File: src/rtl/core/tmb_pkg.sv
package tmb_pkg;

  // Matrix shape
  localparam int MATRIX_DIM = 4;
  localparam int ROW_W      = 2;
  localparam logic [ROW_W-1:0] ROW_LAST = ROW_W'(MATRIX_DIM - 1);

  // Angle datapath widths: reduced angle and CORDIC word
  localparam int ANG_W     = 35;
  localparam int CW        = 34;
  localparam int MAX_STEPS = 30;

  // Q2.30 angle constants
  localparam logic signed [25:0] DEG2RAD_Q30   = 26'sd18740330;
  localparam logic [32:0]        PI_Q30        = 33'd3373259426;
  localparam logic [32:0]        HALF_PI_Q30   = 33'd1686629713;
  localparam logic [32:0]        TWO_PI_Q30    = 33'd6746518852;
  localparam logic signed [CW-1:0] GAIN_INV_Q30 = 34'sd652032874;

  // CORDIC arctangent table, atan(2^-i) in Q2.30
  localparam logic [31:0] ATAN_Q30 [MAX_STEPS] = '{
    32'd843314857, 32'd497837829, 32'd263043837, 32'd133525159, 32'd67021687,
    32'd33543516,  32'd16775851,  32'd8388437,   32'd4194283,   32'd2097149,
    32'd1048576,   32'd524288,    32'd262144,    32'd131072,    32'd65536,
    32'd32768,     32'd16384,     32'd8192,      32'd4096,      32'd2048,
    32'd1024,      32'd512,       32'd256,       32'd128,       32'd64,
    32'd32,        32'd16,        32'd8,         32'd4,         32'd2
  };

  typedef logic signed [31:0] fix_t;

  typedef enum logic [2:0] {
    OP_ROT_X     = 3'd0,
    OP_ROT_Y     = 3'd1,
    OP_ROT_Z     = 3'd2,
    OP_ROT_AXIS  = 3'd3,
    OP_TRANSLATE = 3'd4,
    OP_SCALE     = 3'd5
  } tmb_op_e;

  typedef struct packed {
    logic [2:0] op;
    fix_t       angle;
    logic       unit_degrees;
    fix_t       vec_x;
    fix_t       vec_y;
    fix_t       vec_z;
  } tmb_in_t;

  typedef struct packed {
    logic [ROW_W-1:0] row_index;
    fix_t             elem_c0;
    fix_t             elem_c1;
    fix_t             elem_c2;
    fix_t             elem_c3;
    logic             last_row;
  } tmb_out_t;

  // Fields that ride along with the angle pipeline
  typedef struct packed {
    logic [2:0] op;
    fix_t       vec_x;
    fix_t       vec_y;
    fix_t       vec_z;
  } tmb_side_t;

  // Clamp to 32-bit signed
  function automatic fix_t sat32(logic signed [65:0] v);
    fix_t res;
    if (v > 66'sd2147483647) begin
      res = 32'sh7fffffff;
    end else if (v < -66'sd2147483648) begin
      res = 32'sh80000000;
    end else begin
      res = v[31:0];
    end
    return res;
  endfunction

  // Fixed-point product, rounded half up, saturated
  function automatic fix_t fx_mul(fix_t a, fix_t b, int frac);
    logic signed [63:0] p;
    p = a * b;
    p = (p + (64'sd1 <<< (frac - 1))) >>> frac;
    return sat32(66'(p));
  endfunction

endpackage

File: src/rtl/core/tmb_merge.sv
module tmb_merge
  import tmb_pkg::*;
#(
  parameter int FRAC_BITS = 16
) (
  input  logic      clk_i,
  input  logic      rst_ni,
  input  logic      valid_i,
  input  tmb_side_t side_i,
  input  fix_t      cos_i,
  input  fix_t      sin_i,
  input  fix_t      rod_i [3][3],
  output logic      take_o,
  output logic      out_valid_o,
  input  logic      out_stall_i,
  output tmb_out_t  out_data_o
);

  localparam fix_t ONE = fix_t'(32'd1 << FRAC_BITS);

  fix_t             m     [MATRIX_DIM][MATRIX_DIM];
  fix_t             mat_q [MATRIX_DIM][MATRIX_DIM];
  logic [ROW_W-1:0] row_q;
  logic             ov_q;
  logic             load;

  // Assemble the matrix for the selected transform
  always_comb begin
    for (int r = 0; r < MATRIX_DIM; r++) begin
      for (int k = 0; k < MATRIX_DIM; k++) begin
        m[r][k] = (r == k) ? ONE : '0;
      end
    end
    case (tmb_op_e'(side_i.op))
      OP_ROT_X: begin
        m[1][1] = cos_i; m[1][2] = -sin_i;
        m[2][1] = sin_i; m[2][2] = cos_i;
      end
      OP_ROT_Y: begin
        m[0][0] = cos_i;  m[0][2] = sin_i;
        m[2][0] = -sin_i; m[2][2] = cos_i;
      end
      OP_ROT_Z: begin
        m[0][0] = cos_i; m[0][1] = -sin_i;
        m[1][0] = sin_i; m[1][1] = cos_i;
      end
      OP_ROT_AXIS: begin
        for (int r = 0; r < 3; r++) begin
          for (int k = 0; k < 3; k++) begin
            m[r][k] = rod_i[r][k];
          end
        end
      end
      OP_TRANSLATE: begin
        m[0][3] = side_i.vec_x;
        m[1][3] = side_i.vec_y;
        m[2][3] = side_i.vec_z;
      end
      OP_SCALE: begin
        m[0][0] = side_i.vec_x;
        m[1][1] = side_i.vec_y;
        m[2][2] = side_i.vec_z;
      end
      default: begin
      end
    endcase
  end

  // Take a new matrix when idle or once the last row of the current one leaves
  assign take_o = !ov_q || (!out_stall_i && (row_q == ROW_LAST));
  assign load   = valid_i && take_o;

  always_ff @(posedge clk_i) begin
    if (load) begin
      mat_q <= m;
    end
  end

  always_ff @(posedge clk_i or negedge rst_ni) begin
    if (!rst_ni) begin
      ov_q  <= 1'b0;
      row_q <= '0;
    end else if (load) begin
      ov_q  <= 1'b1;
      row_q <= '0;
    end else if (ov_q && !out_stall_i) begin
      if (row_q == ROW_LAST) begin
        ov_q <= 1'b0;
      end else begin
        row_q <= row_q + 1'b1;
      end
    end
  end

  // Drive one row per beat
  assign out_valid_o          = ov_q;
  assign out_data_o.row_index = row_q;
  assign out_data_o.elem_c0   = mat_q[row_q][0];
  assign out_data_o.elem_c1   = mat_q[row_q][1];
  assign out_data_o.elem_c2   = mat_q[row_q][2];
  assign out_data_o.elem_c3   = mat_q[row_q][3];
  assign out_data_o.last_row  = (row_q == ROW_LAST);

endmodule

File: config.mk
export PLATFORM = sky130hd
export DESIGN_NAME = tmb_merge
export DESIGN_NICKNAME = d
export VERILOG_FILES = /design/src/rtl/core/tmb_pkg.sv /design/src/rtl/core/tmb_merge.sv
export SDC_FILE = /design/constraint.sdc
export NUM_CORES = 1
export LEC_CHECK = 0
export BUFFER_PORTS_ARGS = -buffer_cell sky130_fd_sc_hd__buf_2
export CORE_AREA = 2 2 232 234
export CTS_BUF_LIST = sky130_fd_sc_hd__clkbuf_4 sky130_fd_sc_hd__clkbuf_8
export DETAILED_ROUTE_END_ITERATION = 6
export DIE_AREA = 0 0 234 236
export PLACE_DENSITY = 0.65
export SYNTH_ARGS = -nofsm -noshare
export SYNTH_HDL_FRONTEND = slang
export SYNTH_SLANG_ARGS = --single-unit
File: constraint.sdc
create_clock -name clk_i -period 12.1 [get_ports clk_i]
set_input_delay 1.21 -clock clk_i [delete_from_list [all_inputs] [get_ports clk_i]]
set_output_delay 1.21 -clock clk_i [all_outputs]
set_load 0.01 [all_outputs]
# Yosys cells after proc, flatten, opt, wreduce, memory -nomap -nowiden
# Index checks and enable logic that the tools add are counted.
# totals
output_inout_bits	133
ff_bits	387
input_bits	455
# classes
reduce_logical	14
addsub	2
n_lt_le_gt_ge	1
bitwise_logic	1
n_eq_ne	7
mux	18
# ops
operator	count
$pmux 32 s2	6
$pmux 32 s3	3
$bmux 128 s2	1
$mux 128	2
$neg 32->32	1
$eq 3x2->1 const B	2
$eq 3x3->1 const B	2
$mux 2	3
$reduce_or 2->1	3
$reduce_and 2->1	2
$reduce_bool 2->1	2
$eq 3x1->1 const B	1
$ge 3x3->1 const B	1
$logic_and 1x1->1	3
$logic_not 3->1	1
$mux 1	3
$not 2->3	1
$add 2x1->2 const B	1
$eq 2x2->1 const B	1
$logic_not 1->1	2
$ne 2x1->1 const B	1
$logic_or 1x1->1	1

# Longest topological paths before layout
# logic_depth
ltp_word	6
depth_mapped	8
mapped_depth_nobuf	7

# Worst setup path before layout
# OpenSTA, ideal clock, no wires.
# synth_path
path_kind	in2reg
from	input port out_stall_i
to	register mat_q[128] in the netlist's numbering (enable)
t_required_ns	11.306
path_buffers	0
path_stages	2
setup_slack_ns	0.970
arrival_time_ns	10.336
cell_sequence	o21ai_0 -> and2_1
# synth_via
elab_chain_cells	4
# synth_lines
element	line	text
start, declared	tmb_merge.sv:15	input logic out_stall_i,
$logic_not 1->1	tmb_merge.sv:70	assign take_o = !ov_q || (!out_stall_i && (row_q == ROW_LAST));
$logic_and 1x1->1	tmb_merge.sv:70	
$logic_or 1x1->1	tmb_merge.sv:70	
$logic_and 1x1->1	tmb_merge.sv:71	assign load = valid_i && take_o;
via load	tmb_merge.sv:25	logic load;
end signal, assigned	tmb_merge.sv:75	mat_q <= m;
end, declared	tmb_merge.sv:22	fix_t mat_q [MATRIX_DIM][MATRIX_DIM];
# The timed path passes the listed nets, and every way through them passes these cells.
# A chain may end at the register's enable or synchronous reset.

==> run_results.csv <==
group,metric,value,unit
route,maxUsedRoutingLayer,"met5",
clock_network,cts.clk_slew.worst_paths,60,ps
final_layout,final_nets,2694,
global_routing,grt_pass1_vias,15900,
logic_synthesis,synth-edff-count,384,
floorplanning,die_area,55200,sq um
floorplanning,start_util,0.371,
logic_synthesis,syn_inst,1709,
final_layout,syn_to_final_growth,24.8,%
timing,rsz0062_at_grt,"no",
route,met3WireLength,8230,um
route,vias,16700,
timing,finClkSkew,17.8,ps
floorplanning,rows,85,
route,wl_met1,32600,um
route,avgRoutedWirePerCell,25.6,um
power_and_ir_drop,leakage,0.00965,uW
critical_path,cp.required,10890,ps
logic_synthesis,synthesis.area,19700,sq um
floorplanning,die_x,234,um
placement,dp_hpwl,54200,um
logic_synthesis,yosysTopAreaCell,"edfxtp_1",
critical_path,cp-start-kind,"flip-flop",
power_and_ir_drop,irDropWorstVdd,0.163,mV
logic_synthesis,ys_top_cells_by_count,"edfxtp_1, nand2_1, o21ai_0",
global_routing,grt_max_degree,183,
clock_network,post-cts-setup-buffer-count,0,
logic_synthesis,ys_warn_count,0,
run_status,violations,"DRC",
route,dr_wl_met2,33900,um
clock_network,cts-root-buf,"clkbuf_8",
global_routing,antenna_found_initial,36,
clock_network,numCtsBuffers,71,
timing,finalHoldViolations,0,
run_status,status,"finished, violations left",
min_path,hold_class,"primary input to asynchronous set/reset pin",
route,drtAntennaViolNets,0,
logic_synthesis,syn_nets,2166,
route,vias_per_cell,5.55,
global_routing,grt_pass1_wl,108000,um
clock_network,clk_latency,650,ps
logic_synthesis,yosysMostFrequentCell,"edfxtp_1",
timing,worst_slew_pin_slew,1210,ps
clock_network,cts.sinks,387,
placement,gp_congestion,0.990,
timing,slew_viol_final,0,
clock_network,h-tree-depth,3,
clock_network,cts_tree,"done",
final_layout,n_fill_cell,5031,
logic_synthesis,ys_seq_elements,387,
route,drcViolationCount,1,
clock_network,cts_buffer_depth,3,
route,dr.pass1.iters,7,
logic_synthesis,synth.avg_cell_area,11.5,sq um
timing,max_freq,213,MHz
logic_synthesis,synth_area_leaders,"edfxtp_1, a22o_1, mux2i_1",
floorplanning,die-height,236,um
placement,portBuffers,587,
logic_synthesis,ys_seq_area_frac,0.589,
route,drtIter0Drc,1547,
floorplanning,num_io_pins,588,
floorplanning,fp.coreArea,53100,sq um
logic_synthesis,synth.distinct_cells,40,
job,maxCapViolCount,0,
timing,setup_viol,0,
critical_path,worstPathArrival,3480,ps
timing,setup_ws,7410,ps
global_routing,grt_usage,0.272,
timing,setup_tns,0,ps
logic_synthesis,yosysTopAreaCellShare,0.585,
critical_path,worstSetupPathType,"flip-flop to output pin",
global_routing,grt_overflow,0,
route,routed_wl,77000,um
power_and_ir_drop,power_density,180,nW/um^2
clock_network,postCtsResizedCells,0,
timing,fin_crit_sh,0.387,
critical_path,crit_path_end_kind,"output pin",
logic_synthesis,synth_ff_type,"edfxtp_1",
clock_network,hold_buffers,0,
final_layout,utilization,0.464,
critical_path,path_max_fanout,107,
timing,min_period,4690,ps
timing,max_slew_margin,0.188,
logic_synthesis,async_flop_share,0.00775,
placement,post-place-ws,7260,ps
final_layout,drive_gt1_frac,0.323,
-- layout by cell type, fill, tap and decap left out, types with 4 or more instances in the layout --
cell type / n
a22o_1: 192
clkbuf_8: 76
or4_1: 6
edfxtp_1: 384
a22oi_1: 32
nand3_1: 4
buf_4: 22
xnor2_1: 19
nand2_1: 225
o21ai_0: 220
mux2i_1: 128
nor2b_1: 63
a21o_1: 32
o22a_1: 5
clkbuf_4: 20
clkinv_1: 16
diode_2: 21
inv_1: 5
a21oi_1: 64
nor4_1: 12
xor2_1: 10
and2_1: 96
clkinv_2: 12
or3_1: 4
nor2_1: 9
buf_2: 587
nor3_1: 8
-- per-layer routing --
metal | up-vias | global-route usage
met4 | 26 | 0.0924
met1 | 8082 | 0.384
met2 | 920 | 0.394
li1 | 7511 | -
met3 | 145 | 0.0850
met5 | - | 0
-- worst max-delay path, cell delays in order, from the launching register on --
cell and delay [ps]:
dfrtp_4 790, buf_12 500, mux2i_1 730, o21ai_0 210, buf_2 180
-- report_power, final --
part / switching (uW) / internal, uW / total [uW]
Clock: 571 / 663 / 1230
Combinational: 927 / 505 / 1430
Sequential: 98.2 / 1660 / 1760
Total: 1600 / 2830 / 4430
-- state kept, by name, indices dropped and copies added (netlist names) --
register     cells
out_valid_o      1
mat_q          384
row_q            2
-- cell families after synthesis --
logic type / count (synthesis) / share of synthesized area
adder cells (fa/ha/maj): 2 / 0.00127
buffers and inverters: 161 / 0.0312
AND/OR/NAND/NOR: 451 / 0.114
multiplexers: 128 / 0.0650
AO/OA/AOI/OAI: 551 / 0.187
XOR/XNOR: 29 / 0.0129
flip-flops: 387 / 0.589
-- layout make-up --
| cell class | count | area (sq um) | share of cell area |
|---|---|---|---|
| Antenna cell | 21 | 52.6 | 0.00214 |
| Clock buffer | 96 | 1200 | 0.0486 |
| Clock inverter | 31 | 166 | 0.00676 |
| Inverter | 5 | 18.8 | 0.000763 |
| Multi-Input combinational cell | 1161 | 7540 | 0.307 |
| Sequential cell | 387 | 11600 | 0.472 |
| Tap cell | 696 | 871 | 0.0354 |
| Timing Repair Buffer | 611 | 3140 | 0.128 |
-- metrics by stage --
stage / power [uW] / std cells / hold WS (ps) / cell area (sq um)
global placement: 3210 / 2860 / 558 / 23200
CTS: 4450 / 2987 / 293 / 24600
finish: 4430 / 3008 / 345 / 24600
detailed placement: 3210 / 2860 / 556 / 23200
global route: 4620 / 3002 / 324 / 24600
floorplan: 2580 / 1709 / 584 / 19700
-- path summary, 6_finish.rpt --
path,startpoint,endpoint,slack (ps),depth (start not counted)
hold / removal,rst_ni,row_q[0],350,1
max in group asynchronous,rst_ni,row_q[1],11630,1
setup reg to reg,row_q[1],mat_q[302],8380,5
setup / recovery,row_q[1],out_data_o[79],7410,4
min in group clk_i,out_valid_o,row_q[1],590,1
hold reg to reg,out_valid_o,row_q[1],590,1
Note: power is estimated with default switching activity, not from simulation.
