===== src/rtl/core/tmb_pkg.sv =====
package tmb_pkg;

  // Matrix shape
  localparam int MATRIX_DIM = 4;
  localparam int ROW_W      = 2;
  localparam logic [ROW_W-1:0] ROW_LAST = ROW_W'(MATRIX_DIM - 1);

  // Angle datapath widths: reduced angle and CORDIC word
  localparam int ANG_W     = 35;
  localparam int CW        = 34;
  localparam int MAX_STEPS = 30;

  // Q2.30 angle constants
  localparam logic signed [25:0] DEG2RAD_Q30   = 26'sd18740330;
  localparam logic [32:0]        PI_Q30        = 33'd3373259426;
  localparam logic [32:0]        HALF_PI_Q30   = 33'd1686629713;
  localparam logic [32:0]        TWO_PI_Q30    = 33'd6746518852;
  localparam logic signed [CW-1:0] GAIN_INV_Q30 = 34'sd652032874;

  // CORDIC arctangent table, atan(2^-i) in Q2.30
  localparam logic [31:0] ATAN_Q30 [MAX_STEPS] = '{
    32'd843314857, 32'd497837829, 32'd263043837, 32'd133525159, 32'd67021687,
    32'd33543516,  32'd16775851,  32'd8388437,   32'd4194283,   32'd2097149,
    32'd1048576,   32'd524288,    32'd262144,    32'd131072,    32'd65536,
    32'd32768,     32'd16384,     32'd8192,      32'd4096,      32'd2048,
    32'd1024,      32'd512,       32'd256,       32'd128,       32'd64,
    32'd32,        32'd16,        32'd8,         32'd4,         32'd2
  };

  typedef logic signed [31:0] fix_t;

  typedef enum logic [2:0] {
    OP_ROT_X     = 3'd0,
    OP_ROT_Y     = 3'd1,
    OP_ROT_Z     = 3'd2,
    OP_ROT_AXIS  = 3'd3,
    OP_TRANSLATE = 3'd4,
    OP_SCALE     = 3'd5
  } tmb_op_e;

  typedef struct packed {
    logic [2:0] op;
    fix_t       angle;
    logic       unit_degrees;
    fix_t       vec_x;
    fix_t       vec_y;
    fix_t       vec_z;
  } tmb_in_t;

  typedef struct packed {
    logic [ROW_W-1:0] row_index;
    fix_t             elem_c0;
    fix_t             elem_c1;
    fix_t             elem_c2;
    fix_t             elem_c3;
    logic             last_row;
  } tmb_out_t;

  // Fields that ride along with the angle pipeline
  typedef struct packed {
    logic [2:0] op;
    fix_t       vec_x;
    fix_t       vec_y;
    fix_t       vec_z;
  } tmb_side_t;

  // Clamp to 32-bit signed
  function automatic fix_t sat32(logic signed [65:0] v);
    fix_t res;
    if (v > 66'sd2147483647) begin
      res = 32'sh7fffffff;
    end else if (v < -66'sd2147483648) begin
      res = 32'sh80000000;
    end else begin
      res = v[31:0];
    end
    return res;
  endfunction

  // Fixed-point product, rounded half up, saturated
  function automatic fix_t fx_mul(fix_t a, fix_t b, int frac);
    logic signed [63:0] p;
    p = a * b;
    p = (p + (64'sd1 <<< (frac - 1))) >>> frac;
    return sat32(66'(p));
  endfunction

endpackage


===== src/rtl/core/tmb_angle.sv =====
module tmb_angle
  import tmb_pkg::*;
#(
  parameter int FRAC_BITS = 16
) (
  input  logic                  clk_i,
  input  logic                  rst_ni,
  input  logic                  en_i,
  input  logic                  valid_i,
  input  fix_t                  angle_i,
  input  logic                  deg_i,
  input  tmb_side_t             side_i,
  output logic                  valid_o,
  output logic signed [CW-1:0]  z_o,
  output logic                  flip_o,
  output tmb_side_t             side_o
);

  localparam int MAG_W  = 62 - FRAC_BITS;
  localparam int NRED   = 30 - FRAC_BITS;
  localparam int PROD_W = 58;

  // Stage 1: degree product and exact radian scaling
  logic signed [PROD_W-1:0] prod_q;
  logic signed [MAG_W:0]    rad_q;
  logic                     deg_q;
  tmb_side_t                s1_side_q;
  logic                     s1_v_q;

  always_ff @(posedge clk_i) begin
    if (en_i) begin
      prod_q    <= angle_i * DEG2RAD_Q30;
      rad_q     <= (MAG_W+1)'(angle_i) <<< (30 - FRAC_BITS);
      deg_q     <= deg_i;
      s1_side_q <= side_i;
    end
  end

  // Stage 2: round, select and take magnitude
  logic signed [PROD_W-1:0] rd;
  logic signed [MAG_W:0]    r;
  logic [MAG_W:0]           ra;

  assign rd = (prod_q + (58'sd1 <<< (FRAC_BITS - 1))) >>> FRAC_BITS;
  assign r  = deg_q ? $signed(rd[MAG_W:0]) : rad_q;
  assign ra = r[MAG_W] ? $unsigned(-r) : $unsigned(r);

  logic [MAG_W-1:0] rm_q   [NRED+1];
  logic             neg_q  [NRED+1];
  tmb_side_t        rs_q   [NRED+1];
  logic             rv_q   [NRED+1];

  always_ff @(posedge clk_i) begin
    if (en_i) begin
      rm_q[0]  <= ra[MAG_W-1:0];
      neg_q[0] <= r[MAG_W];
      rs_q[0]  <= s1_side_q;
    end
  end

  always_ff @(posedge clk_i or negedge rst_ni) begin
    if (!rst_ni) begin
      s1_v_q  <= 1'b0;
      rv_q[0] <= 1'b0;
    end else if (en_i) begin
      s1_v_q  <= valid_i;
      rv_q[0] <= s1_v_q;
    end
  end

  // Restoring reduction of the magnitude modulo 2pi, one shifted compare per stage
  for (genvar g = 0; g < NRED; g++) begin : g_red
    localparam logic [MAG_W-1:0] SUB = MAG_W'(TWO_PI_Q30) << (NRED - 1 - g);

    always_ff @(posedge clk_i) begin
      if (en_i) begin
        rm_q[g+1]  <= (rm_q[g] >= SUB) ? rm_q[g] - SUB : rm_q[g];
        neg_q[g+1] <= neg_q[g];
        rs_q[g+1]  <= rs_q[g];
      end
    end

    always_ff @(posedge clk_i or negedge rst_ni) begin
      if (!rst_ni) begin
        rv_q[g+1] <= 1'b0;
      end else if (en_i) begin
        rv_q[g+1] <= rv_q[g];
      end
    end
  end

  // Restore the sign and map into [-pi, pi)
  logic [32:0]             a;
  logic signed [ANG_W-1:0] ap;
  logic signed [ANG_W-1:0] tp;
  logic signed [ANG_W-1:0] rr_d;
  logic signed [ANG_W-1:0] rr_q;
  tmb_side_t               f1_side_q;
  logic                    f1_v_q;

  assign a  = rm_q[NRED][32:0];
  assign ap = $signed({2'b00, a});
  assign tp = $signed({2'b00, TWO_PI_Q30});

  always_comb begin
    if (!neg_q[NRED]) begin
      rr_d = (a < PI_Q30) ? ap : ap - tp;
    end else if (a == '0) begin
      rr_d = '0;
    end else if (a <= PI_Q30) begin
      rr_d = -ap;
    end else begin
      rr_d = tp - ap;
    end
  end

  always_ff @(posedge clk_i) begin
    if (en_i) begin
      rr_q      <= rr_d;
      f1_side_q <= rs_q[NRED];
    end
  end

  // Fold into [-pi/2, pi/2] and flag the sign flip
  logic signed [ANG_W-1:0] pi_s;
  logic signed [ANG_W-1:0] hpi_s;
  logic signed [ANG_W-1:0] z_d;
  logic                    flip_d;

  assign pi_s  = $signed({2'b00, PI_Q30});
  assign hpi_s = $signed({2'b00, HALF_PI_Q30});

  always_comb begin
    if (rr_q > hpi_s) begin
      z_d    = rr_q - pi_s;
      flip_d = 1'b1;
    end else if (rr_q < -hpi_s) begin
      z_d    = rr_q + pi_s;
      flip_d = 1'b1;
    end else begin
      z_d    = rr_q;
      flip_d = 1'b0;
    end
  end

  always_ff @(posedge clk_i) begin
    if (en_i) begin
      z_o    <= z_d[CW-1:0];
      flip_o <= flip_d;
      side_o <= f1_side_q;
    end
  end

  always_ff @(posedge clk_i or negedge rst_ni) begin
    if (!rst_ni) begin
      f1_v_q  <= 1'b0;
      valid_o <= 1'b0;
    end else if (en_i) begin
      f1_v_q  <= rv_q[NRED];
      valid_o <= f1_v_q;
    end
  end

endmodule


===== config.mk =====
export PLATFORM = sky130hd
export DESIGN_NAME = tmb_angle
export DESIGN_NICKNAME = d
export VERILOG_FILES = /design/src/rtl/core/tmb_pkg.sv /design/src/rtl/core/tmb_angle.sv
export SDC_FILE = /design/constraint.sdc
export NUM_CORES = 2
export LEC_CHECK = 0
export BUFFER_PORTS_ARGS = -buffer_cell sky130_fd_sc_hd__buf_2
export CAP_MARGIN = 20
export CORE_MARGIN = 1.5
export CORE_UTILIZATION = 60
export CTS_BUF_LIST = sky130_fd_sc_hd__clkbuf_8 sky130_fd_sc_hd__clkbuf_16
export DETAILED_ROUTE_END_ITERATION = 8
export GPL_TIMING_DRIVEN = 1
export PLACE_DENSITY = 0.84
export SLEW_MARGIN = 40
export SYNTH_ARGS = -nofsm -noshare
export SYNTH_HDL_FRONTEND = slang
export SYNTH_SLANG_ARGS = --single-unit

===== constraint.sdc =====
create_clock -name clk_i -period 7.1 [get_ports clk_i]
set_clock_uncertainty 0.1 [all_clocks]
set_input_delay 0 -clock clk_i [delete_from_list [all_inputs] [get_ports clk_i]]
set_output_delay 0 -clock clk_i [all_outputs]
set_load 0.005 [all_outputs]

# Word-level counts from Yosys, hierarchy flattened
# Memories as Yosys holds them, arrays and structs flattened. A register that Yosys moved wholly into a read port is not among the register bits.
# Index checks and enable logic that the tools add are counted.
# word_totals
ff_bits	376
mem_bits_rw	2190
inputBits	136
out_inout_bits	135
elab_cells	101
memories	3
# op_classes
addsub	21
multipliers	1
n_lt_le_gt_ge	18
mux	25
n_reduce_logical	1
# memory_table
name	depth	word_bits	rd	rd_ports_with_merged_regs	wr	line	rtl
rs_q	15	99	15	1	15	tmb_angle.sv:50	tmb_side_t rs_q [NRED+1];
rm_q	15	46	15	0	15	tmb_angle.sv:48	logic [MAG_W-1:0] rm_q [NRED+1];
neg_q	15	1	15	0	15	tmb_angle.sv:49	logic neg_q [NRED+1];
# ops
op	n
$mux 46	15
$mux 35	4
$mux 34	2
$add 58x17->58 const B	1
$mul 32x25->57 const B	1
$mux 47	1
$ge 46x33->1 const B	1
$ge 46x34->1 const B	1
$ge 46x35->1 const B	1
$ge 46x36->1 const B	1
$ge 46x37->1 const B	1
$ge 46x38->1 const B	1
$ge 46x39->1 const B	1
$ge 46x40->1 const B	1
$ge 46x41->1 const B	1
$ge 46x42->1 const B	1
$ge 46x43->1 const B	1
$ge 46x44->1 const B	1
$ge 46x45->1 const B	1
$ge 46x46->1 const B	1
$neg 46->46	1
$sub 46x33->46 const B	1
$sub 46x34->46 const B	1
$sub 46x35->46 const B	1
22 further kinds	24

# Logic depth before layout (Yosys ltp)
# An unclocked memory read counts as a cell.
# logic_depth
word_depth	5
ltp_mapped	27
ltp_nobuf	25

# Worst setup path before layout
# No wires, ideal clock.
# synth_timing
path_kind	input port to flip-flop
start	in angle_i[6]
end	reg prod_q[53], data pin
setup_ns	0.265
t_arrival_ns	6.020
required_ns	6.735
slack_ns	0.715
stages	23
n_path_buf	0
path_cell_list	inv_1 > fa_1 > fa_1 > inv_1 > fa_1 > inv_1 > fa_1 > inv_1 > fa_1 > fa_1 > inv_1 > fa_1 > inv_1 > ha_1 > nor3_1 > o21ai_0 > o211ai_1 > a31oi_1 > a211oi_1 > a31oi_1 > a31oi_1 > o21ai_0 > xor2_1
# synth_between
elab_chain_len	1
# synth_rtl
item	line	rtl
start: declaration	tmb_angle.sv:10	input fix_t angle_i,
$mul 32x25->57	tmb_angle.sv:32	prod_q <= angle_i * DEG2RAD_Q30;
end signal: assignment	tmb_angle.sv:32	
end: declaration	tmb_angle.sv:24	logic signed [PROD_W-1:0] prod_q;
# No other way between the ends.
# A chain may end at the register's enable or synchronous reset.

# Worst setup path after layout
# layout_timing
start	in angle_i[27]
end	reg prod_q[57], data pin
# The elaborated chain is that of the path after synthesis.

==> results.md <==
* Status: completed
* Die width at between 400 and 500 um
* Initial core utilization at 60.6%
* Final antenna-violating net count at 0
* Rel. slew slack at 38.5%
* Pre-CTS setup slack at 0.144 ns
* Netlist Area Pre-Place at 114,000 um^2
* Worst setup margin at 0.200 ns
* CTS tree: yes
* Maxcap violations at 0
* Most frequent cells in the layout: edfxtp_1, inv_1, nand2_1
* # IOs at 271
* Post-synthesis net count at 8,248
* Vias in the first global route at roughly 64,000
* Minimum clock period at 6.90 ns
* Post-synth EDFFs at around 2,600
* VDD IR max at ~0.84 mV
* Worst r2r src: rm_q[1][290]
* Worst reg2reg path endpoint: rr_q[11]
* Post-route clock period utilization at 97.2%
* Fin. Hold Viols at 0
* Total number of vias at around 62,000
* Delay of the slowest critical-path stage at around 0.6 ns
* 1st-iter DRT viols at 4,470
* WHS Endpoint: rad_q[25]
* DR DRC count at 0
* Post-Place Cells at 10,100
* Clock root buffer: clkbuf_16
* Die footprint at 193,000 um^2
* Worst EP arrival at 7.44 ns
* Worst-Skew Late Latency at 0.92 ns
* Register area share after synthesis at between 60 and 70%
* Routed Wire Length at ~240 mm
* HPWL Detailed at 158 mm
* CORE AREA at 188,000 um^2
* Distinct cells, synth at 94
* Vias per inst at 5.66
* Fin Hold WS at 0.0830 ns
* Asr flop ratio synth at less than 1%
* Hold path startpoint: angle_i[11]
* Buffers plus inverters on the worst setup path at 11
* Yosys warnings at 0
* Critical path launch point type: input port
* Post-DR wirelength/cell at 22.2 um
* Overall Global Routing Usage at 25.4%
* Critical path class: in2reg
* Slew @ Worst Pin at 0.914 ns
* Die height at 439 um
* P&R area growth vs syn at 14.5%
* Final Util at a little over two thirds
* Reg clk slew, reported paths at ~0.05 ns
* Share of layout cells above drive strength 1 at 10.8%
* Crit end category: flip-flop
* Final nets at 9,020
* Fmax at about 0.14 GHz
* Total grt overflow at 0
* Final Instance Count excl. Fillers at 10,900
* Worst Hold Class: in2reg
* Worst path top cell family by delay: adder cells
* ANT cells at 0
* Clock Path Buffers at 4
* Slowest cell on the critical path: dlygate4sd3_1
* Clk sink count at 2,638
* Final Setup Violations at 0
* Seq cells post-synth at 2,638
* Commonest non-fill, non-tap cell in the layout: edfxtp_1
* First-pass GRT wire length at 372 mm
* Largest net degree at the start of global routing at ~130
* Buffers added on ports at 270
* Most common flop cell mapped by yosys: edfxtp_1
* Syn Area/Cell at roughly 15 um^2
* Antenna violations before repair at 3
* Gpl congestion at 0.968
* Pwr Density at 470 nW/um^2
* Total chip power at 61.4 mW
* Crit path required time at 7.64 ns
* Slew Limit Fails at 0
* H-tree Lvls at 5
* Row cnt at 159
* R2R depth at 10
* Synth Instances at 7,423
* Number of buffers created by CTS at 278
* Drt first pass iters at 8
* Pleak at 49.3 nW
* Hold path cells at 3
* Crit-path max FO at 8
* FF-to-FF setup slack at 2.35 ns
## worst max-delay path by stage
stage | start | endpoint | slack [ns] | cells after the start
finish | angle_i[27] | prod_q[57] | 0.20 | 28
global route | angle_i[8] | prod_q[39] | -0.007 | 27
CTS | angle_i[27] | prod_q[57] | 0.12 | 27
detailed placement | angle_i[10] | prod_q[54] | 0.14 | 23
global placement | angle_i[6] | prod_q[57] | 0.26 | 25
floorplan | angle_i[6] | prod_q[53] | 0.72 | 23
## where the power goes
| group | switching, mW | internal, mW | leakage (nW) |
|---|---|---|---|
| clock | 5.84 | 8.27 | 4.48 |
| sequential | 1.79 | 20.9 | 25.9 |
| combinational | 14.2 | 10.4 | 18.9 |
## layout make-up
class | instances | area, um^2
clock inverter | 185 | 1560
fill | 12200 | 57700
tap | 2495 | 3120
sequential | 2638 | 79100
multi-input combinational | 3852 | 31600
clock buffer | 288 | 7210
inverter | 776 | 2910
timing repair buffer | 649 | 5180
## worst min-delay path: stages
cell	delay, ns
dlygate4sd3_1	0.54
buf_2	0.12
buf_4	0.22
## per-layer routing
layer	track usage (%)	share of wire, %
met5	0	0.0087
met4	7.89	2.9
met3	4.12	5.0
met2	46.5	54
met1	30.6	38
## timing repair
action                                   CTS  global route
hold buffers                             267             1
gates resized for setup                    0            14
endpoints found under the setup margin     0            13
buffers inserted                           0             0
hold endpoints to repair                1201            18
## state kept, by name, summed over array words and instances, names as in the netlist, 15 cells and up
signal     count
rs_q        1485
rm_q         677
f1_side_q     99
s1_side_q     99
side_o        99
prod_q        43
rr_q          35
z_o           34
rad_q         32
neg_q         15
rv_q          15
## Yosys cell counts, drive strengths merged (28+ instances only)
cell type,count,area share (%)
edfxtp,2620,69
inv,775,2.5
nand2,372,1.2
fa,369,6.5
nor2,358,1.2
xnor2,346,2.7
ha,320,3.5
xor2,292,2.2
a21oi,216,0.95
o21ai,203,0.89
nor3,155,0.69
clkbuf,139,0.46
nor4,114,0.64
nand3,109,0.48
nand4,70,0.40
a21o,65,0.43
or3,54,0.30
a31oi,52,0.28
o21a,49,0.32
nand2b,48,0.26
and3,43,0.24
and2,42,0.23
or2,39,0.21
a211oi,38,0.25
or4,34,0.23
mux2,28,0.28
## cell families (layout without fill, tap and decap cells)
logic type / after synthesis / in the layout / share of synthesized area (%)
and+or+nand+nor: 1577 / 1577 / 7.08
adders and majority gates: 690 / 690 / 9.99
DFF: 2638 / 2638 / 69.3
xor gates and xnor gates: 638 / 638 / 4.89
buffers and inverters: 933 / 1898 / 3.10
AOI/OAI and AO/OA: 904 / 904 / 5.23
muxes: 43 / 43 / 0.408
## per-stage QoR
stage,cell area (um^2),TNS (ns)
2_1_floorplan,114000,0
3_3_place_gp,119000,0
3_5_place_dp,119000,0
4_1_cts,131000,0
5_1_grt,131000,-0.00707
6_report,131000,0
No activity file was read; power rests on OpenSTA's default activity.
